<file path="src/rtl/core/tssc_pkg.sv">
// Shared types, widths and the coil table of the two-axis stepper controller.
// No dependencies.
package tssc_pkg;

   // field widths of the request and result channels
   localparam int unsigned POS_W   = 8;
   localparam int unsigned DELAY_W = 24;
   localparam int unsigned COIL_W  = 4;

   // request operation codes
   typedef enum logic [1:0] {
      OP_TICK     = 2'd0,
      OP_STEP_CW  = 2'd1,
      OP_STEP_CCW = 2'd2,
      OP_SEEK     = 2'd3
   } op_type;

   typedef logic [1:0]        phase_type;
   typedef logic [POS_W-1:0]  pos_type;
   typedef logic [COIL_W-1:0] coil_type;

   // full-step coil pattern for each phase (A A' B B')
   function automatic coil_type coil_pattern(input phase_type phase);
      coil_type pat;
      unique case (phase)
         2'd0:    pat = 4'd10;
         2'd1:    pat = 4'd9;
         2'd2:    pat = 4'd5;
         default: pat = 4'd6;
      endcase
      return pat;
   endfunction

endpackage

</file>
<file path="src/rtl/core/tssc_if.sv">
// Request and result channel interfaces of the two-axis stepper controller.
// Depends on tssc_pkg.
interface tssc_req_if;
   import tssc_pkg::*;

   logic                 valid;
   logic                 ready;
   op_type               op;
   logic                 axis;
   logic [POS_W-1:0]     target;
   logic [DELAY_W-1:0]   delay;

   modport source (output valid, output op, output axis, output target, output delay,
                   input ready);
   modport sink   (input valid, input op, input axis, input target, input delay,
                   output ready);
endinterface

interface tssc_rsp_if;
   import tssc_pkg::*;

   logic                valid;
   logic                ready;
   logic [COIL_W-1:0]   coils_x;
   logic [COIL_W-1:0]   coils_y;
   logic [POS_W-1:0]    pos_x;
   logic [POS_W-1:0]    pos_y;
   logic                busy_res;

   modport source (output valid, output coils_x, output coils_y, output pos_x,
                   output pos_y, output busy_res, input ready);
   modport sink   (input valid, input coils_x, input coils_y, input pos_x,
                   input pos_y, input busy_res, output ready);
endinterface

</file>
<file path="src/rtl/core/two_axis_stepper_seek_controller_top.sv">
// Two-axis full-step stepper sequencer with horizontal seek, top level.
// Depends on tssc_pkg and the channel interfaces in tssc_if.sv.
//
// Usage:
//   req_chan carries one request per handshake: a tick, a single clockwise or
//   counterclockwise step of either axis, or the start of a horizontal seek
//   with a target and a per-step tick delay. rsp_chan returns exactly one
//   result per request: both coil patterns, both shaft positions and the
//   seek busy flag, all taken after the request's update.
//   The result is registered and valid the cycle after the request is
//   accepted. Throughput is one request per cycle while the receiver takes
//   each result; state update and result register load at the same edge.
//   While a result waits, req_chan.ready follows rsp_chan.ready, so a stalled
//   receiver holds the result stable and blocks new requests, nothing is lost.
//   Seek steps are paced by tick requests only, delay+1 ticks apart.
//   Synchronous reset clears all positions, phases, coil drives and the seek
//   state; the result register comes up empty.
module two_axis_stepper_seek_controller_top #(
   parameter int unsigned STEPS_PER_REV = 200,
   parameter int unsigned DELAY_BITS    = 24
) (
   input  logic        clock,
   input  logic        reset,
   tssc_req_if.sink    req_chan,
   tssc_rsp_if.source  rsp_chan
);
   import tssc_pkg::*;

   localparam pos_type    LAST_POS  = POS_W'(STEPS_PER_REV - 1);
   localparam logic [8:0] STEPS_W9  = 9'(STEPS_PER_REV);
   localparam logic [8:0] HALF_REV  = 9'(STEPS_PER_REV / 2);

   typedef logic [DELAY_BITS-1:0] wait_type;

   // axis state
   phase_type phase_x_ff, phase_x_in, phase_y_ff, phase_y_in;
   pos_type   pos_x_ff, pos_x_in, pos_y_ff, pos_y_in;
   coil_type  drive_x_ff, drive_x_in, drive_y_ff, drive_y_in;

   // seek state
   logic      seeking_ff, seeking_in;
   logic      seek_ccw_ff, seek_ccw_in;
   pos_type   seek_goal_ff, seek_goal_in;
   wait_type  wait_left_ff, wait_left_in;
   wait_type  step_wait_ff, step_wait_in;

   // result register
   logic      rsp_valid_ff, rsp_valid_in;
   coil_type  rsp_coils_x_ff, rsp_coils_y_ff;
   pos_type   rsp_pos_x_ff, rsp_pos_y_ff;
   logic      rsp_busy_ff;

   logic      req_ready;
   logic      accept;
   logic      move_x, move_y, dir_x_ccw, dir_y_ccw;
   pos_type   goal;
   logic [8:0] cw_dist;
   logic      goal_ccw;
   wait_type  delay_cut;

   // next shaft position, wrapping in both directions
   function automatic pos_type next_pos(input pos_type pos, input logic ccw);
      pos_type res;
      if (ccw) begin
         res = (pos == '0) ? LAST_POS : pos - 1'b1;
      end else begin
         res = (pos >= LAST_POS) ? '0 : pos + 1'b1;
      end
      return res;
   endfunction

   // accept while the result slot is free or being drained
   assign req_ready      = !rsp_valid_ff || rsp_chan.ready;
   assign accept         = req_chan.valid && req_ready;
   assign req_chan.ready = req_ready;

   // saturate the seek target and pick the shorter direction
   assign delay_cut = DELAY_BITS'(req_chan.delay);
   assign goal      = ({1'b0, req_chan.target} >= STEPS_W9) ? LAST_POS : req_chan.target;
   assign cw_dist   = (goal >= pos_x_ff) ? ({1'b0, goal} - {1'b0, pos_x_ff})
                                         : ({1'b0, goal} + STEPS_W9 - {1'b0, pos_x_ff});
   assign goal_ccw  = (cw_dist > HALF_REV);

   // decide what this request does to the seek state and which axis moves
   always_comb begin
      seeking_in   = seeking_ff;
      seek_ccw_in  = seek_ccw_ff;
      seek_goal_in = seek_goal_ff;
      wait_left_in = wait_left_ff;
      step_wait_in = step_wait_ff;
      move_x       = 1'b0;
      move_y       = 1'b0;
      dir_x_ccw    = seek_ccw_ff;
      dir_y_ccw    = 1'b0;
      if (req_chan.op == OP_TICK) begin
         if (seeking_ff) begin
            if (wait_left_ff != '0) begin
               wait_left_in = wait_left_ff - 1'b1;
            end else if (pos_x_ff == seek_goal_ff) begin
               seeking_in = 1'b0;
            end else begin
               move_x       = 1'b1;
               wait_left_in = step_wait_ff;
            end
         end
      end else if (!seeking_ff) begin
         unique case (req_chan.op)
            OP_STEP_CW, OP_STEP_CCW: begin
               if (req_chan.axis) begin
                  move_y    = 1'b1;
                  dir_y_ccw = (req_chan.op == OP_STEP_CCW);
               end else begin
                  move_x    = 1'b1;
                  dir_x_ccw = (req_chan.op == OP_STEP_CCW);
               end
            end
            default: begin
               if (goal != pos_x_ff) begin
                  seek_goal_in = goal;
                  seek_ccw_in  = goal_ccw;
                  step_wait_in = delay_cut;
                  wait_left_in = delay_cut;
                  seeking_in   = 1'b1;
                  move_x       = 1'b1;
                  dir_x_ccw    = goal_ccw;
               end
            end
         endcase
      end
   end

   // advance the moving axes one full step
   always_comb begin
      phase_x_in = phase_x_ff;
      pos_x_in   = pos_x_ff;
      drive_x_in = drive_x_ff;
      phase_y_in = phase_y_ff;
      pos_y_in   = pos_y_ff;
      drive_y_in = drive_y_ff;
      if (move_x) begin
         phase_x_in = dir_x_ccw ? phase_x_ff - 1'b1 : phase_x_ff + 1'b1;
         pos_x_in   = next_pos(pos_x_ff, dir_x_ccw);
         drive_x_in = coil_pattern(phase_x_in);
      end
      if (move_y) begin
         phase_y_in = dir_y_ccw ? phase_y_ff - 1'b1 : phase_y_ff + 1'b1;
         pos_y_in   = next_pos(pos_y_ff, dir_y_ccw);
         drive_y_in = coil_pattern(phase_y_in);
      end
   end

   // hold the result until taken, load a new one on each request
   assign rsp_valid_in = accept || (rsp_valid_ff && !rsp_chan.ready);

   // state registers
   always_ff @(posedge clock) begin
      if (reset) begin
         phase_x_ff   <= '0;
         phase_y_ff   <= '0;
         pos_x_ff     <= '0;
         pos_y_ff     <= '0;
         drive_x_ff   <= '0;
         drive_y_ff   <= '0;
         seeking_ff   <= 1'b0;
         seek_ccw_ff  <= 1'b0;
         seek_goal_ff <= '0;
         wait_left_ff <= '0;
         step_wait_ff <= '0;
         rsp_valid_ff <= 1'b0;
      end else begin
         rsp_valid_ff <= rsp_valid_in;
         if (accept) begin
            phase_x_ff   <= phase_x_in;
            phase_y_ff   <= phase_y_in;
            pos_x_ff     <= pos_x_in;
            pos_y_ff     <= pos_y_in;
            drive_x_ff   <= drive_x_in;
            drive_y_ff   <= drive_y_in;
            seeking_ff   <= seeking_in;
            seek_ccw_ff  <= seek_ccw_in;
            seek_goal_ff <= seek_goal_in;
            wait_left_ff <= wait_left_in;
            step_wait_ff <= step_wait_in;
         end
      end
   end

   // result payload
   always_ff @(posedge clock) begin
      if (accept) begin
         rsp_coils_x_ff <= drive_x_in;
         rsp_coils_y_ff <= drive_y_in;
         rsp_pos_x_ff   <= pos_x_in;
         rsp_pos_y_ff   <= pos_y_in;
         rsp_busy_ff    <= seeking_in;
      end
   end

   assign rsp_chan.valid    = rsp_valid_ff;
   assign rsp_chan.coils_x  = rsp_coils_x_ff;
   assign rsp_chan.coils_y  = rsp_coils_y_ff;
   assign rsp_chan.pos_x    = rsp_pos_x_ff;
   assign rsp_chan.pos_y    = rsp_pos_y_ff;
   assign rsp_chan.busy_res = rsp_busy_ff;

endmodule

</file>
<file path="src/flat_wrapper.sv">
// flat-port wrapper written by rule: the top's interface ports become plain ports
module two_axis_stepper_seek_controller_top_flat import tssc_pkg::*;
#(
   parameter int unsigned STEPS_PER_REV = 200,
   parameter int unsigned DELAY_BITS    = 24
)
  (clock, reset, req_chan_valid, req_chan_op, req_chan_axis, req_chan_target, req_chan_delay, req_chan_ready, rsp_chan_valid, rsp_chan_coils_x, rsp_chan_coils_y, rsp_chan_pos_x, rsp_chan_pos_y, rsp_chan_busy_res, rsp_chan_ready);
  tssc_req_if req_chan_i ();
  tssc_rsp_if rsp_chan_i ();
  input  logic clock;
  input  logic reset;
  input wire logic [$bits(req_chan_i.valid)-1:0] req_chan_valid;
  input wire logic [$bits(req_chan_i.op)-1:0] req_chan_op;
  input wire logic [$bits(req_chan_i.axis)-1:0] req_chan_axis;
  input wire logic [$bits(req_chan_i.target)-1:0] req_chan_target;
  input wire logic [$bits(req_chan_i.delay)-1:0] req_chan_delay;
  output wire logic [$bits(req_chan_i.ready)-1:0] req_chan_ready;
  output wire logic [$bits(rsp_chan_i.valid)-1:0] rsp_chan_valid;
  output wire logic [$bits(rsp_chan_i.coils_x)-1:0] rsp_chan_coils_x;
  output wire logic [$bits(rsp_chan_i.coils_y)-1:0] rsp_chan_coils_y;
  output wire logic [$bits(rsp_chan_i.pos_x)-1:0] rsp_chan_pos_x;
  output wire logic [$bits(rsp_chan_i.pos_y)-1:0] rsp_chan_pos_y;
  output wire logic [$bits(rsp_chan_i.busy_res)-1:0] rsp_chan_busy_res;
  input wire logic [$bits(rsp_chan_i.ready)-1:0] rsp_chan_ready;
  assign req_chan_i.valid = req_chan_valid;
  assign req_chan_i.op = req_chan_op;
  assign req_chan_i.axis = req_chan_axis;
  assign req_chan_i.target = req_chan_target;
  assign req_chan_i.delay = req_chan_delay;
  assign req_chan_ready = req_chan_i.ready;
  assign rsp_chan_valid = rsp_chan_i.valid;
  assign rsp_chan_coils_x = rsp_chan_i.coils_x;
  assign rsp_chan_coils_y = rsp_chan_i.coils_y;
  assign rsp_chan_pos_x = rsp_chan_i.pos_x;
  assign rsp_chan_pos_y = rsp_chan_i.pos_y;
  assign rsp_chan_busy_res = rsp_chan_i.busy_res;
  assign rsp_chan_i.ready = rsp_chan_ready;
  two_axis_stepper_seek_controller_top #(.STEPS_PER_REV(STEPS_PER_REV), .DELAY_BITS(DELAY_BITS)) u_core (.clock(clock), .reset(reset), .req_chan(req_chan_i), .rsp_chan(rsp_chan_i));
endmodule
</file>
<file path="config.mk">
export PLATFORM = sky130hd
export DESIGN_NAME = two_axis_stepper_seek_controller_top_flat
export DESIGN_NICKNAME = d
export VERILOG_FILES = /design/src/rtl/core/tssc_pkg.sv /design/src/rtl/core/tssc_if.sv /design/src/rtl/core/two_axis_stepper_seek_controller_top.sv /design/src/flat_wrapper.sv
export SDC_FILE = /design/constraint.sdc
export NUM_CORES = 1
export LEC_CHECK = 0
export ABC_AREA = 1
export BUFFER_PORTS_ARGS = -buffer_cell sky130_fd_sc_hd__buf_4
export CAP_MARGIN = 5
export CORE_UTILIZATION = 31
export DETAILED_ROUTE_END_ITERATION = 8
export PLACE_DENSITY = 0.47
export SLEW_MARGIN = 20
export SYNTH_ARGS = -nofsm -noshare
export SYNTH_HDL_FRONTEND = slang
export SYNTH_SLANG_ARGS = --single-unit
</file>
<file path="constraint.sdc">
create_clock -name clock -period 4.6 [get_ports clock]
set_input_delay 0.23 -clock clock [delete_from_list [all_inputs] [get_ports clock]]
set_output_delay 0.23 -clock clock [all_outputs]
set_load 0.005 [all_outputs]
</file>
; Word-level counts from Yosys, hierarchy flattened
; Index checks and enable logic that the tools add are counted.
[totals]
reg_bits = 112
latchBits = 0
ramBits = 0
rom_bits = 0
input_bits = 39
output_inout_bits = 27
mem_count = 0
[op_classes]
addsub = 12
n_mul = 0
div = 0
order_cmp = 5
n_eq_ne = 12
shift = 0
mux = 49
n_bitwise = 3
n_reduce_logical = 19
[op_table]
columns = cell, n
row1 = 2-to-1 mux 24 bit, 7
row2 = 2-to-1 mux 8 bit, 9
row3 = 2-to-1 mux 1 bit, 26
row4 = >= comparator 8 bit (second input constant), 3
row5 = one-hot mux 4 bit (3 select lines), 2
row6 = nonzero test 24 bit, 1
row7 = subtractor 24 x 1 -> 24 bit (second input constant), 1
row8 = adder 8 x 1 -> 8 bit (second input constant), 2
row9 = logical NOT 8 bit, 2
row10 = subtractor 8 x 1 -> 8 bit (second input constant), 2
row11 = adder 8 x 8 -> 9 bit (second input constant), 1
row12 = greater-than comparator 9 x 7 -> 1 bit (second input constant), 1
row13 = 2-to-1 mux 9 bit, 1
row14 = subtractor 8 x 8 -> 9 bit, 1
row15 = subtractor 9 x 8 -> 9 bit, 1
row16 = == test 8 bit, 1
row17 = >= comparator 8 bit, 1
row18 = 2-to-1 mux 4 bit, 2
row19 = inequality test 8 bit, 1
row20 = == test 2 x 1 -> 1 bit (second input constant), 3
row21 = == test 2 bit (second input constant), 3
row22 = logical NOT 2 bit, 3
row23 = AND reduction 6 bit, 1
row24 = AND reduction 5 bit, 1
row25 = other kinds (14), 24

; Depth between registers and ports, before layout
; Gate-level depths: netlist of the first run.
[depth]
depth_word = 14
ltp_mapped = 25
ltp_nobuf = 25

; Worst setup path before layout of the first run
; OpenSTA, ideal clock, no wires.
[synth_timing]
path_type = input to register
start = input port req_chan_target[5]
end = register u_core.rsp_pos_x_ff[6] (netlist: u_core.rsp_chan.pos_x[6]) (data pin)
setup_time_ns = 0.264
arrival_ns = 2.842
setup_slack_ns = 1.494
path_stages = 22
cell_sequence = nor2_1 -> a21oi_1 -> or2_2 -> ha_1 -> ha_1 -> inv_1 -> fa_1 -> inv_1 -> nand3_1 -> nand4_1 -> nand3_1 -> nor2_1 -> nand2_1 -> nand3_1 -> nand3_1 -> nand2_1 -> nand2_2 -> buf_2 -> o21ai_2 -> o21ai_1 -> nand2_1 -> o21ai_1
[synth_between]
elab_chain_len = 12
elab_cells_between_ends = 19
cone_classes = add/sub: 3 / order compare: 3 / eq/ne: 1 / mux: 12
[synth_lines]
columns = element, line
row1 = "start, declared", flat_wrapper.sv:15  ; input wire logic [$bits(req_chan_i.target)-1:0] req_chan_target;
row2 = >= comparator 8 bit *, two_axis_stepper_seek_controller_top.sv:79  ; assign goal = ({1'b0, req_chan.target} >= STEPS_W9) ? LAST_POS : req_chan.target;
row3 = 2-to-1 mux 8 bit *, two_axis_stepper_seek_controller_top.sv:79
row4 = net u_core.goal[1], two_axis_stepper_seek_controller_top.sv:56  ; pos_type goal;
row5 = adder 8 x 8 -> 9 bit, two_axis_stepper_seek_controller_top.sv:81  ; : ({1'b0, goal} + STEPS_W9 - {1'b0, pos_x_ff});
row6 = subtractor 9 x 8 -> 9 bit, two_axis_stepper_seek_controller_top.sv:81
row7 = 2-to-1 mux 9 bit, two_axis_stepper_seek_controller_top.sv:80  ; assign cw_dist = (goal >= pos_x_ff) ? ({1'b0, goal} - {1'b0, pos_x_ff})
row8 = greater-than comparator 9 x 7 -> 1 bit, two_axis_stepper_seek_controller_top.sv:82  ; assign goal_ccw = (cw_dist > HALF_REV);
row9 = 2-to-1 mux 1 bit, two_axis_stepper_seek_controller_top.sv:118  ; if (goal != pos_x_ff) begin
row10 = 2-to-1 mux 1 bit, two_axis_stepper_seek_controller_top.sv:107  ; unique case (req_chan.op)
row11 = 2-to-1 mux 1 bit, two_axis_stepper_seek_controller_top.sv:106  ; end else if (!seeking_ff) begin
row12 = 2-to-1 mux 1 bit, two_axis_stepper_seek_controller_top.sv:95  ; if (req_chan.op == OP_TICK) begin
row13 = 2-to-1 mux 8 bit, two_axis_stepper_seek_controller_top.sv:64  ; if (ccw) begin
row14 = 2-to-1 mux 8 bit *, two_axis_stepper_seek_controller_top.sv:140  ; if (move_x) begin
row15 = net u_core.pos_x_in[6], two_axis_stepper_seek_controller_top.sv:37  ; pos_type pos_x_ff, pos_x_in, pos_y_ff, pos_y_in;
row16 = "end signal, assigned", two_axis_stepper_seek_controller_top.sv:193  ; rsp_pos_x_ff <= pos_x_in;
row17 = "end, declared", two_axis_stepper_seek_controller_top.sv:50  ; pos_type rsp_pos_x_ff, rsp_pos_y_ff;
; Mark *: on every way through the listed nets, which the timed path passes. The rest lies on a longest branch.
; A chain may end at the register's enable or synchronous reset.

; Worst setup path in the final report of the first run
[layout_timing]
start = register u_core.pos_x_ff[2]
end = register u_core.rsp_pos_x_ff[4] (netlist: u_core.rsp_chan.pos_x[4]) (data pin)
[layout_between]
elab_chain_len = 9
elab_cells_between_ends = 26
cone_classes = add/sub: 4 / order compare: 3 / eq/ne: 2 / mux: 16 / reduce/logical: 1
[layout_lines]
columns = element, line
row1 = "start, declared", two_axis_stepper_seek_controller_top.sv:37
row2 = "start signal, assigned", two_axis_stepper_seek_controller_top.sv:175  ; pos_x_ff <= pos_x_in;
row3 = subtractor 9 x 8 -> 9 bit (tied with other cells), two_axis_stepper_seek_controller_top.sv:81
row4 = 2-to-1 mux 9 bit, two_axis_stepper_seek_controller_top.sv:80
row5 = greater-than comparator 9 x 7 -> 1 bit, two_axis_stepper_seek_controller_top.sv:82
row6 = 2-to-1 mux 1 bit, two_axis_stepper_seek_controller_top.sv:118
row7 = 2-to-1 mux 1 bit, two_axis_stepper_seek_controller_top.sv:107
row8 = 2-to-1 mux 1 bit, two_axis_stepper_seek_controller_top.sv:106
row9 = 2-to-1 mux 1 bit, two_axis_stepper_seek_controller_top.sv:95
row10 = 2-to-1 mux 8 bit, two_axis_stepper_seek_controller_top.sv:64
row11 = 2-to-1 mux 8 bit *, two_axis_stepper_seek_controller_top.sv:140
row12 = net u_core.pos_x_in[4], two_axis_stepper_seek_controller_top.sv:37
; Marked as above.

==> flow_metrics.tcl, run 1 <==
set metrics [dict create \
    outcome "finished clean" \
    post-route-util 0.365 \
    avgSynthCellArea_um2 7.01 \
    drive_above_1_share 0.121 \
    num_vias 6482 \
    synth-edff-count 25 \
    p_sw_w 0.00102 \
    fp.dieH_um 153 \
    synthAdderAreaFrac 0.0716 \
    design.die.area_um2 23500 \
    startpoint_type "flop" \
    synth_xor_area_frac 0.0321 \
    grt_overflow 0 \
    finalSetupTns_ns 0 \
    syn_to_final_growth_pct 14.1 \
    ios 66 \
    clock.fmax_mhz 275 \
    dr.max_layer_used "met4" \
    yosys-mux-area-fraction 0 \
    synthCells 1012 \
    grt_pass1_vias 6284 \
    synth_nets 1088 \
    cts-root-buf "clkbuf_16" \
    slew_headroom 0.521 \
    required_ns 4.70 \
    cp.arrival_ns 3.74 \
    synth_top_family_by_area "simple AND/OR/NAND/NOR gates" \
    io_buffer_count 65 \
    grt_max_degree 59 \
    synth_ff_type "dfxtp_1" \
    h-tree-depth 3 \
    crit_type "reg -> reg" \
    netlist_area_um2 7100 \
    drtPass1Iterations 5 \
    clkTransAtPathRegs_ns 0.08 \
    ys_types 50 \
    hold_ws_ns 0.120 \
    dieWidth_um 153 \
    antenna_found_initial 0 \
    dp_hpwl_um 13700 \
    wl_met3_um 609 \
    yosys.area_share.simple 0.250 \
    core_um2 22200 \
    ys_top_cells_by_count "nand2_1, nor2_1, inv_1" \
    tightest_slew_ns 0.716 \
    clk_path_buf_depth 2 \
    sequentialPowerShare 0.409 \
    total_power_w 0.00282 \
    intPower_w 0.00180 \
    finalCritPeriodShare 0.791 \
    hold_depth 3 \
    ant_nets 0 \
    yosysMostFrequentCell "nand2_1" \
    synth_compound_area_frac 0.198 \
    nets 1134 \
    rsz0062_at_grt "false" \
    start_util 0.320 \
    cts_tree "done" \
    post-place-ws_ns 0.900 \
    p_sw_frac 0.361 \
    fill_cells 2461 \
    synth-seq-cells 112 \
    post_cts_resized 0 \
    rrSetupSlack_ns 0.96 \
    fin_crit_ns 3.64 \
    hold_class "in -> reg" \
    clock_latency_ns 0.36 \
    numCtsBuffers 9 \
    drt-initial-drc-count 361 \
    setup_violations 0 \
    diodes 0 \
    synth_top_area_share 0.245 \
    slew_viol_final 0 \
    maxCapViolCount 0 \
    grt_usage 0.171 \
    synthTopCellsByArea "dfxtp_1, edfxtp_1, nand2_1, nor2_1, inv_1" \
    avgRoutedWirePerCell_um 14.2 \
    placementRows 54 \
    clkSinkCount 112 \
    yosysWarnings 0 \
    comb_power_share 0.315 \
    clock_skew_ns 0.0143 \
    multi_input_area_um2 3910 \
    leakagePower_nw 3.69 \
    drt-met1-wl_um 9550 \
    end_kind "flop" \
    yosysSeqAreaShare 0.351 \
    synthArstFlopShare 0 \
    yosysTopAreaCell "dfxtp_1" \
    seq_area_um2 2490 \
    grt_pass1_wl_um 32200 \
    path_max_fanout 17 \
    post_cts_buffers 0 \
    drt_wl_total_um 19100 \
    powerDensity_nw_per_um2 348 \
    finalHoldViolCount 0 \
    wl_met2_um 8710 \
    rr_worst_depth 16 \
    worst_slack_ns 0.960 \
    vdd_drop_max_uv 171 \
    gp_congestion 0.830 \
    drc 0 \
    viasPerCell 4.83 \
    p_clk_frac 0.276 \
    cts_hold_buf 0 \
]
==> stage by stage <==
step	area (um^2)	cells
floorplan	7100	1012
global placement	7810	1327
detailed placement	7810	1327
CTS	8100	1343
global route	8100	1343
finish	8100	1343
==> final timing paths <==
path,from,to
hold reg to reg,u_core.drive_y_ff[1]$_SDFFE_PP0P_,u_core.drive_y_ff[1]$_SDFFE_PP0P_
setup reg to reg,u_core.pos_x_ff[2]$_SDFFE_PP0P_,u_core.rsp_chan.pos_x[4]$_DFFE_PP_
setup / recovery,u_core.pos_x_ff[2]$_SDFFE_PP0P_,u_core.rsp_chan.pos_x[4]$_DFFE_PP_
hold / removal,req_chan_valid,u_core.rsp_chan.valid$_SDFF_PP0_
==> logic make-up after synthesis <==
family                   Yosys count
AND/OR/NAND/NOR                  408
AO/OA/AOI/OAI                    254
buffers and inverters            175
flip-flops                       112
adder cells (fa/ha/maj)           37
XOR/XNOR                          26
==> metal layers <==
layer | vias up | GRT usage
met4 | 0 | 0.0452
met3 | 16 | 0.0281
met1 | 2929 | 0.230
li1 | 3435 | -
met5 | - | 0
met2 | 102 | 0.282
==> state kept, by name (all words and copies together) (netlist names), 2 cells and up <==
name and count:
u_core.drive_x_ff 4, u_core.pos_y_ff 8, u_core.pos_x_ff 8, u_core.step_wait_ff 24, u_core.wait_left_ff 24, u_core.phase_y_ff 2
u_core.rsp_chan.pos_y 8, u_core.rsp_chan.coils_y 4, u_core.drive_y_ff 4, u_core.rsp_chan.pos_x 8, u_core.phase_x_ff 2, u_core.rsp_chan.coils_x 4
u_core.seek_goal_ff 8
==> final cells by class <==
cell class                      instances  area share
Timing Repair Buffer                   72      0.0667
Multi-Input combinational cell        725       0.483
Inverter                              138      0.0643
Clock inverter                          6     0.00680
Sequential cell                       112       0.308
Clock buffer                           10      0.0283
Tap cell                              280      0.0433
==> power by group through the flow <==
stage | sequential [W] | combinational [W] | clock [W]
finish | 0.00115 | 0.000888 | 0.000778
global route | 0.00116 | 0.00102 | 0.000845
CTS | 0.00115 | 0.000895 | 0.000812
detailed placement | 0.00118 | 0.000891 | 0
global placement | 0.00118 | 0.000892 | 0
floorplan | 0.00116 | 0.000656 | 0
==> worst max-delay path, stage by stage, from the launching register on <==
cell and delay [ns]:
dfxtp_1 0.48, clkinv_1 0.32, ha_1 0.51, inv_1 0.12, fa_1 0.45, inv_1 0.10
nand3_1 0.10, nand4_1 0.09, nand3_1 0.07, nor2_1 0.10, nand2_1 0.06, nand3_1 0.10
nand3_1 0.09, nand2_1 0.12, nand2_2 0.21, o21ai_0 0.34, o21ai_0 0.13
==> layout by cell type (no fill, tap or decap), drive strengths merged, types with 2 or more instances in the layout <==
cell / count
edfxtp: 25
nand4: 10
nor2: 148
nand2: 174
o211ai: 20
o221ai: 2
o21bai: 6
a31oi: 16
clkbuf: 10
fa: 6
inv: 138
xnor2: 11
nand3b: 2
o21a: 3
buf: 72
dfxtp: 87
o21ai: 130
nand3: 49
or2: 5
xor2: 15
nor3: 16
clkinv: 6
nor4: 4
ha: 31
a21oi: 71
Power figures use the tool's default switching activity.
==> run 2: changes to the inputs <==
--- a/config.mk
+++ b/config.mk
@@ -5,12 +5,12 @@
 export SDC_FILE = /design/constraint.sdc
 export NUM_CORES = 1
 export LEC_CHECK = 0
-export ABC_AREA = 1
+export ABC_AREA = 0
 export BUFFER_PORTS_ARGS = -buffer_cell sky130_fd_sc_hd__buf_4
 export CAP_MARGIN = 5
 export CORE_UTILIZATION = 31
 export DETAILED_ROUTE_END_ITERATION = 8
-export PLACE_DENSITY = 0.47
+export PLACE_DENSITY = 0.49
 export SLEW_MARGIN = 20
 export SYNTH_ARGS = -nofsm -noshare
 export SYNTH_HDL_FRONTEND = slang
==> constraint.sdc (replaced) <==
create_clock -name clock -period 3.1 [get_ports clock]
set_input_delay 0.155 -clock clock [delete_from_list [all_inputs] [get_ports clock]]
set_output_delay 0.155 -clock clock [all_outputs]
set_load 0.005 [all_outputs]
==> run 2 against run 1 <==
The flow now finishes with violations (setup timing). Wire length rose by 6.2%. Maximum frequency rose by 9.9%. Worst hold slack got worse by 0.080 ns. Count of clock-buffer cells in the layout rose by 1. Combinational power rose by 140%. First-iteration DRC count fell by 9.4%. Register-to-register slack got worse by 1.2 ns. Area after synthesis rose by 3.1%. Largest power group is now combinational cells. Critical path type unchanged. Non-clock buffer count rose by 123. Highest routed layer unchanged. Via count rose by 4.1%.
==> flow_metrics.tcl, run 2 <==
set metrics [dict create \
    hold_class "in -> reg" \
    clock_latency_ns 0.36 \
    placed_cells 1340 \
    yosysTopAreaCell "dfxtp_1" \
    clkSinkCount 112 \
    drive_above_1_share 0.287 \
    drtPass1Iterations 4 \
    placementRows 55 \
    rr_worst_depth 14 \
    finalCritPeriodShare 1.07 \
    design.die.area_um2 24200 \
    h-tree-depth 3 \
    hold_depth 3 \
    drt_wl_total_um 20300 \
    layout_commonest_cell "buf_4" \
    dieWidth_um 156 \
    yosysMostFrequentCell "nand2_1" \
    post-route-util 0.419 \
    netlist_area_um2 7310 \
    rsz0062_at_grt "true" \
    outcome "complete, but fails checks" \
    setup_violations 24 \
    io_buffer_count 65 \
    clkTransAtPathRegs_ns 0.08 \
    leakagePower_nw 3.74 \
    diodes 0 \
    synth_top_area_share 0.238 \
    synth-edff-count 25 \
    vdd_drop_max_uv 250 \
    grt_max_degree 46 \
    core_um2 22900 \
    cts_tree "done" \
    synthCells 894 \
    nets 1124 \
    fp.dieH_um 156 \
    grt_pass1_wl_um 33900 \
    clock.fmax_mhz 302 \
    synth_ff_type "dfxtp_1" \
    ios 66 \
    yosysWarnings 0 \
    dp_hpwl_um 15000 \
    synthTopCellsByArea "dfxtp_1, edfxtp_1, nand2_1, ha_1, nor2_1" \
    cp.arrival_ns 3.51 \
    finalSetupTns_ns -3.19 \
    crit_type "reg -> reg" \
    grt_overflow 0 \
    startpoint_type "flop" \
    synth_nets 970 \
    worst_slack_ns -0.212 \
    post-place-ws_ns -0.619 \
    cts_hold_buf 0 \
    ys_types 82 \
    slew_viol_final 0 \
    antenna_found_initial 1 \
    yosysSeqAreaShare 0.341 \
    yosys-mux-area-fraction 0.0366 \
    avgRoutedWirePerCell_um 14.8 \
    grt_usage 0.175 \
    synth-seq-cells 112 \
    path_max_fanout 7 \
    drt-initial-drc-count 327 \
    fin_crit_ns 3.31 \
    cts-root-buf "clkbuf_16" \
    gp_congestion 0.880 \
    violations "setup timing" \
    start_util 0.319 \
    synth_compound_area_frac 0.228 \
    grt_pass1_vias 6591 \
    synth_xor_area_frac 0.0450 \
    maxCapViolCount 0 \
    yosys.area_share.simple 0.226 \
    synth_top_family_by_area "compound AO/OA/AOI/OAI gates" \
    end_kind "flop" \
    final_cells 1366 \
    syn_to_final_growth_pct 31.2 \
    viasPerCell 4.94 \
    synthArstFlopShare 0 \
    avgSynthCellArea_um2 8.18 \
    num_vias 6745 \
    top_regs "u_core.step_wait_ff: 24 flops, u_core.wait_left_ff: 24 flops" \
    required_ns 3.29 \
    numCtsBuffers 9 \
    finalHoldViolCount 0 \
    clk_path_buf_depth 2 \
    slew_headroom 0.584 \
    ant_nets 0 \
    final_cell_mix "buf_4, nand2_1, nor2_1" \
    clock_skew_ns 0.0131 \
    drc 0 \
    ys_top_cells_by_count "nand2_1, nor2_1, dfxtp_1" \
    tightest_slew_ns 0.623 \
    powerDensity_nw_per_um2 531 \
    synthAdderAreaFrac 0.0695 \
]
-- run 2: cell types whose count changed in the layout (fill, tap and decap cells not counted), moves of 12 or more --
cell      change
buf_4       +116
inv_1        -84
o21ai_0      -50
nor2_1       -47
o21ai_1      -36
nand2_1      -32
nand3_1      -25
nand2b_1     +19
mux2i_1      +18
a211oi_2     +15
xnor2_1      +14
inv_2        -12
-- run 2: worst max-delay path, cell delays in order, from the launching register on --
cell and delay (ns):
dfxtp_4 0.37, inv_4 0.07, ha_4 0.12, inv_1 0.05, fa_1 0.46, nand2b_1 0.11, nand2b_1 0.14, a211oi_2 0.20
o221ai_1 0.15, a311o_1 0.44, a31oi_4 0.34, nor2_4 0.13, buf_6 0.17, mux2_4 0.30, o211ai_1 0.10
-- run 2: worst paths after layout --
kind | to | start | slack (ns)
max | u_core.rsp_chan.pos_x[6]$_DFFE_PP_ | u_core.pos_x_ff[1]$_SDFFE_PP0P_ | -0.21
min | u_core.step_wait_ff[17]$_SDFFE_PP0P_ | req_chan_delay[17] | 0.04
max reg2reg | u_core.rsp_chan.pos_x[6]$_DFFE_PP_ | u_core.pos_x_ff[1]$_SDFFE_PP0P_ | -0.21
min reg2reg | u_core.step_wait_ff[21]$_SDFFE_PP0P_ | u_core.step_wait_ff[21]$_SDFFE_PP0P_ | 0.46
-- run 2: logic make-up (layout without fill, tap and decap cells) --
logic type | Yosys count | in the layout
DFF | 112 | 112
AOI/OAI and AO/OA | 231 | 231
xor gates and xnor gates | 36 | 36
and+or+nand+nor | 357 | 358
adders and majority gates | 37 | 37
muxes | 26 | 26
buffers and inverters | 95 | 253
-- run 2: what timing repair did --
action	4_1_cts	5_1_grt
cloned	1	0
pin swaps	15	18
setup endpoints to repair	27	47
buffers inserted	4	5
gates resized for setup	25	25
-- run 2: through the flow --
stage	cell area [um^2]	hold slack [ns]	total power, W
floorplan	7460	0.284	0.00296
global placement	9000	0.408	0.00372
detailed placement	9000	0.412	0.00372
CTS	9440	0.0252	0.00505
global route	9600	0.0394	0.00543
finish	9600	0.0403	0.00509
-- run 2: area by class of cell --
class	instances	area (um^2)
clock buffer	11	275
clock inverter	5	40.0
fill	2342	13300
inverter	42	163
multi-input combinational	688	4730
sequential	112	2500
tap	313	392
timing repair buffer	195	1500
-- run 2: report_power, final --
group,internal [W],leakage (nW),switching [W]
combinational,0.00104,2.62,0.00112
sequential,0.00162,0.961,0.0000804
clock,0.000656,0.159,0.000581
-- run 2: metal layers --
metal	vias to the layer above	track usage	wire, um
li1	3488	-	-
met1	3139	0.237	9960
met2	98	0.287	9300
met3	20	0.0319	751
met4	0	0.0406	272
met5	-	0	0
==> run 3: changes to the inputs <==
--- a/config.mk
+++ b/config.mk
@@ -8,9 +8,10 @@
 export ABC_AREA = 0
 export BUFFER_PORTS_ARGS = -buffer_cell sky130_fd_sc_hd__buf_4
 export CAP_MARGIN = 5
-export CORE_UTILIZATION = 31
+export CORE_UTILIZATION = 55
 export DETAILED_ROUTE_END_ITERATION = 8
-export PLACE_DENSITY = 0.49
+export HOLD_SLACK_MARGIN = 0.02
+export PLACE_DENSITY = 0.78
 export SLEW_MARGIN = 20
 export SYNTH_ARGS = -nofsm -noshare
 export SYNTH_HDL_FRONTEND = slang
==> run 3 against run 2 <==
The flow still finishes with violations (setup timing). Largest power group unchanged. Global-route usage rose by 11 points. Critical endpoint is now u_core.rsp_chan.coils_x[0]$_DFFE_PP_. Count of clock-buffer cells in the layout fell by 1. Worst hold slack worse by 0.0047 ns.
==> flow_metrics.tcl, run 3 (same netlist as run 2, synthesis figures left out) <==
set metrics [dict create \
    numCtsBuffers 9 \
    core_um2 12800 \
    clock_skew_ns 0.0139 \
    finalHoldViolCount 0 \
    start_util 0.573 \
    h-tree-depth 3 \
    slowest_stage "fa_2" \
    clkSinkCount 112 \
    drive_above_1_share 0.300 \
    hold_class "in -> reg" \
    ant_nets 0 \
    cp.arrival_ns 3.48 \
    cts_hold_buf 0 \
    critical_path_buf_inv_count 4 \
    slowest_delay_ns 0.37 \
    outcome "complete, but fails checks" \
    total_power_w 0.00521 \
    path_max_fanout 4 \
    maxCapViolCount 0 \
    gp_congestion 0.932 \
    post-route-util 0.744 \
    drc 0 \
    ios 66 \
    placed_cell_area_um2 8710 \
    vdd_drop_max_uv 369 \
    viasPerCell 5.96 \
    critPathTopFamily "compound AO/OA/AOI/OAI gates" \
    design.die.area_um2 13800 \
    startpoint_type "input port" \
    final_cell_mix "buf_4, nand2_1, nor2_1" \
    setup_violations 24 \
    top_regs "u_core.step_wait_ff: 24 flops, u_core.wait_left_ff: 24 flops" \
    design_area_um2 9500 \
    fp.dieH_um 117 \
    avgRoutedWirePerCell_um 16.9 \
    worst_slack_ns -0.268 \
    drt_wl_total_um 20500 \
    diodes 0 \
    slew_viol_final 0 \
    grt_max_degree 67 \
    final_cells 1213 \
    fin_crit_ns 3.37 \
    grt_pass1_wl_um 32300 \
    clkTransAtPathRegs_ns 0.08 \
    io_buffer_count 65 \
    leakagePower_nw 3.72 \
    post-place-ws_ns -0.678 \
    clk_path_buf_depth 2 \
    nets 1112 \
    dp_hpwl_um 13400 \
    violations "setup timing" \
    grt_overflow 0 \
    finalCritPeriodShare 1.09 \
    powerDensity_nw_per_um2 549 \
    syn_to_final_growth_pct 29.9 \
    rsz0062_at_grt "true" \
    cts-root-buf "clkbuf_16" \
    grt_pass1_vias 6816 \
    clock_latency_ns 0.37 \
    cts_tree "done" \
    antenna_found_initial 0 \
    placed_cells 1179 \
    fill_cells 911 \
    num_vias 7233 \
    tightest_slew_ns 1.02 \
    crit_chain "buf_4 -> nor3_4 -> nor2_2 -> or2_4 -> ha_4 -> ha_4 -> inv_2 -> fa_2 -> nand2b_4 -> a21oi_4 -> a31oi_2 -> xnor2_1 -> a311o_1 -> a31oi_4 -> buf_12 -> nor2_4 -> buf_4 -> xnor2_2 -> mux2_2" \
    crit_type "in -> reg" \
    layout_commonest_cell "buf_4" \
    end_kind "flop" \
    required_ns 3.22 \
    grt_usage 0.289 \
    drt-initial-drc-count 615 \
    drtPass1Iterations 6 \
    placementRows 41 \
    dieWidth_um 117 \
    clock.fmax_mhz 297 \
    slew_headroom 0.314 \
]
## run 3: cell count changes in the layout (fill, tap and decap cells not counted), moves of 3 or more
| cell | before | now |
|---|---|---|
| o21ai_0 | 39 | 35 |
| ha_1 | 26 | 23 |
| buf_4 | 188 | 170 |
| inv_4 | 3 | 0 |
| inv_2 | 4 | 7 |
| dfxtp_2 | 2 | 6 |
| dfxtp_1 | 84 | 81 |
| o21ai_1 | 4 | 7 |
| buf_12 | 1 | 6 |
## run 3: layout make-up
cell class              instances  area, um^2  share of cell area
clock buffers                  10         229              0.0241
clock inverters                 6        61.3             0.00645
inverters                      42         158              0.0166
multi-input cells             688        4870               0.512
flip-flops and latches        112        2500               0.263
well taps                     172         215              0.0226
repair buffers                183        1470               0.155
## run 3: what timing repair did
item                       4_1_cts  5_1_grt
buffers inserted                12        4
setup endpoints to repair       25       32
resized for setup               57       25
pin swaps                       33        9
gates cloned                     0        1
## run 3: final timing paths
| path | depth (start not counted) | end | slack [ns] | startpoint |
|---|---|---|---|---|
| min reg2reg | 2 | u_core.step_wait_ff[9]$_SDFFE_PP0P_ | 0.46 | u_core.step_wait_ff[9]$_SDFFE_PP0P_ |
| max reg2reg | 16 | u_core.rsp_chan.coils_x[0]$_DFFE_PP_ | -0.26 | u_core.pos_x_ff[2]$_SDFFE_PP0P_ |
| max | 19 | u_core.rsp_chan.coils_x[0]$_DFFE_PP_ | -0.27 | req_chan_target[3] |
| min | 3 | u_core.step_wait_ff[13]$_SDFFE_PP0P_ | 0.04 | req_chan_delay[13] |
## run 3: worst reg2reg max path: cells and delay by family (launching register included)
family                   cells  cell delay, ns
AO/OA/AOI/OAI                4            0.80
multiplexers                 1            0.27
buffers and inverters        5            0.60
adder cells (fa/ha/maj)      2            0.71
flip-flops                   1            0.35
AND/OR/NAND/NOR              2            0.11
XOR/XNOR                     2            0.27
## run 3: through the flow
| stage | hold WS, ns | TNS [ns] |
|---|---|---|
| 2_1_floorplan | 0.284 | -4.56 |
| 3_3_place_gp | 0.413 | -10.58 |
| 3_5_place_dp | 0.422 | -14.05 |
| 4_1_cts | 0.0275 | -2.33 |
| 5_1_grt | 0.0255 | -6.91 |
| 6_report | 0.0356 | -3.85 |
## run 3: metal layers
metal	routed length, um	vias up	part of all wire	track usage
li1	-	3466	-	-
met2	10100	328	0.49	0.490
met3	1420	63	0.069	0.0710
met5	0	-	0	0
met4	692	0	0.034	0.128
met1	8290	3376	0.41	0.346
## run 3: power breakdown
part           internal [W]  switching (W)
Clock              0.000566       0.000583
Combinational       0.00113        0.00123
Sequential          0.00162      0.0000827
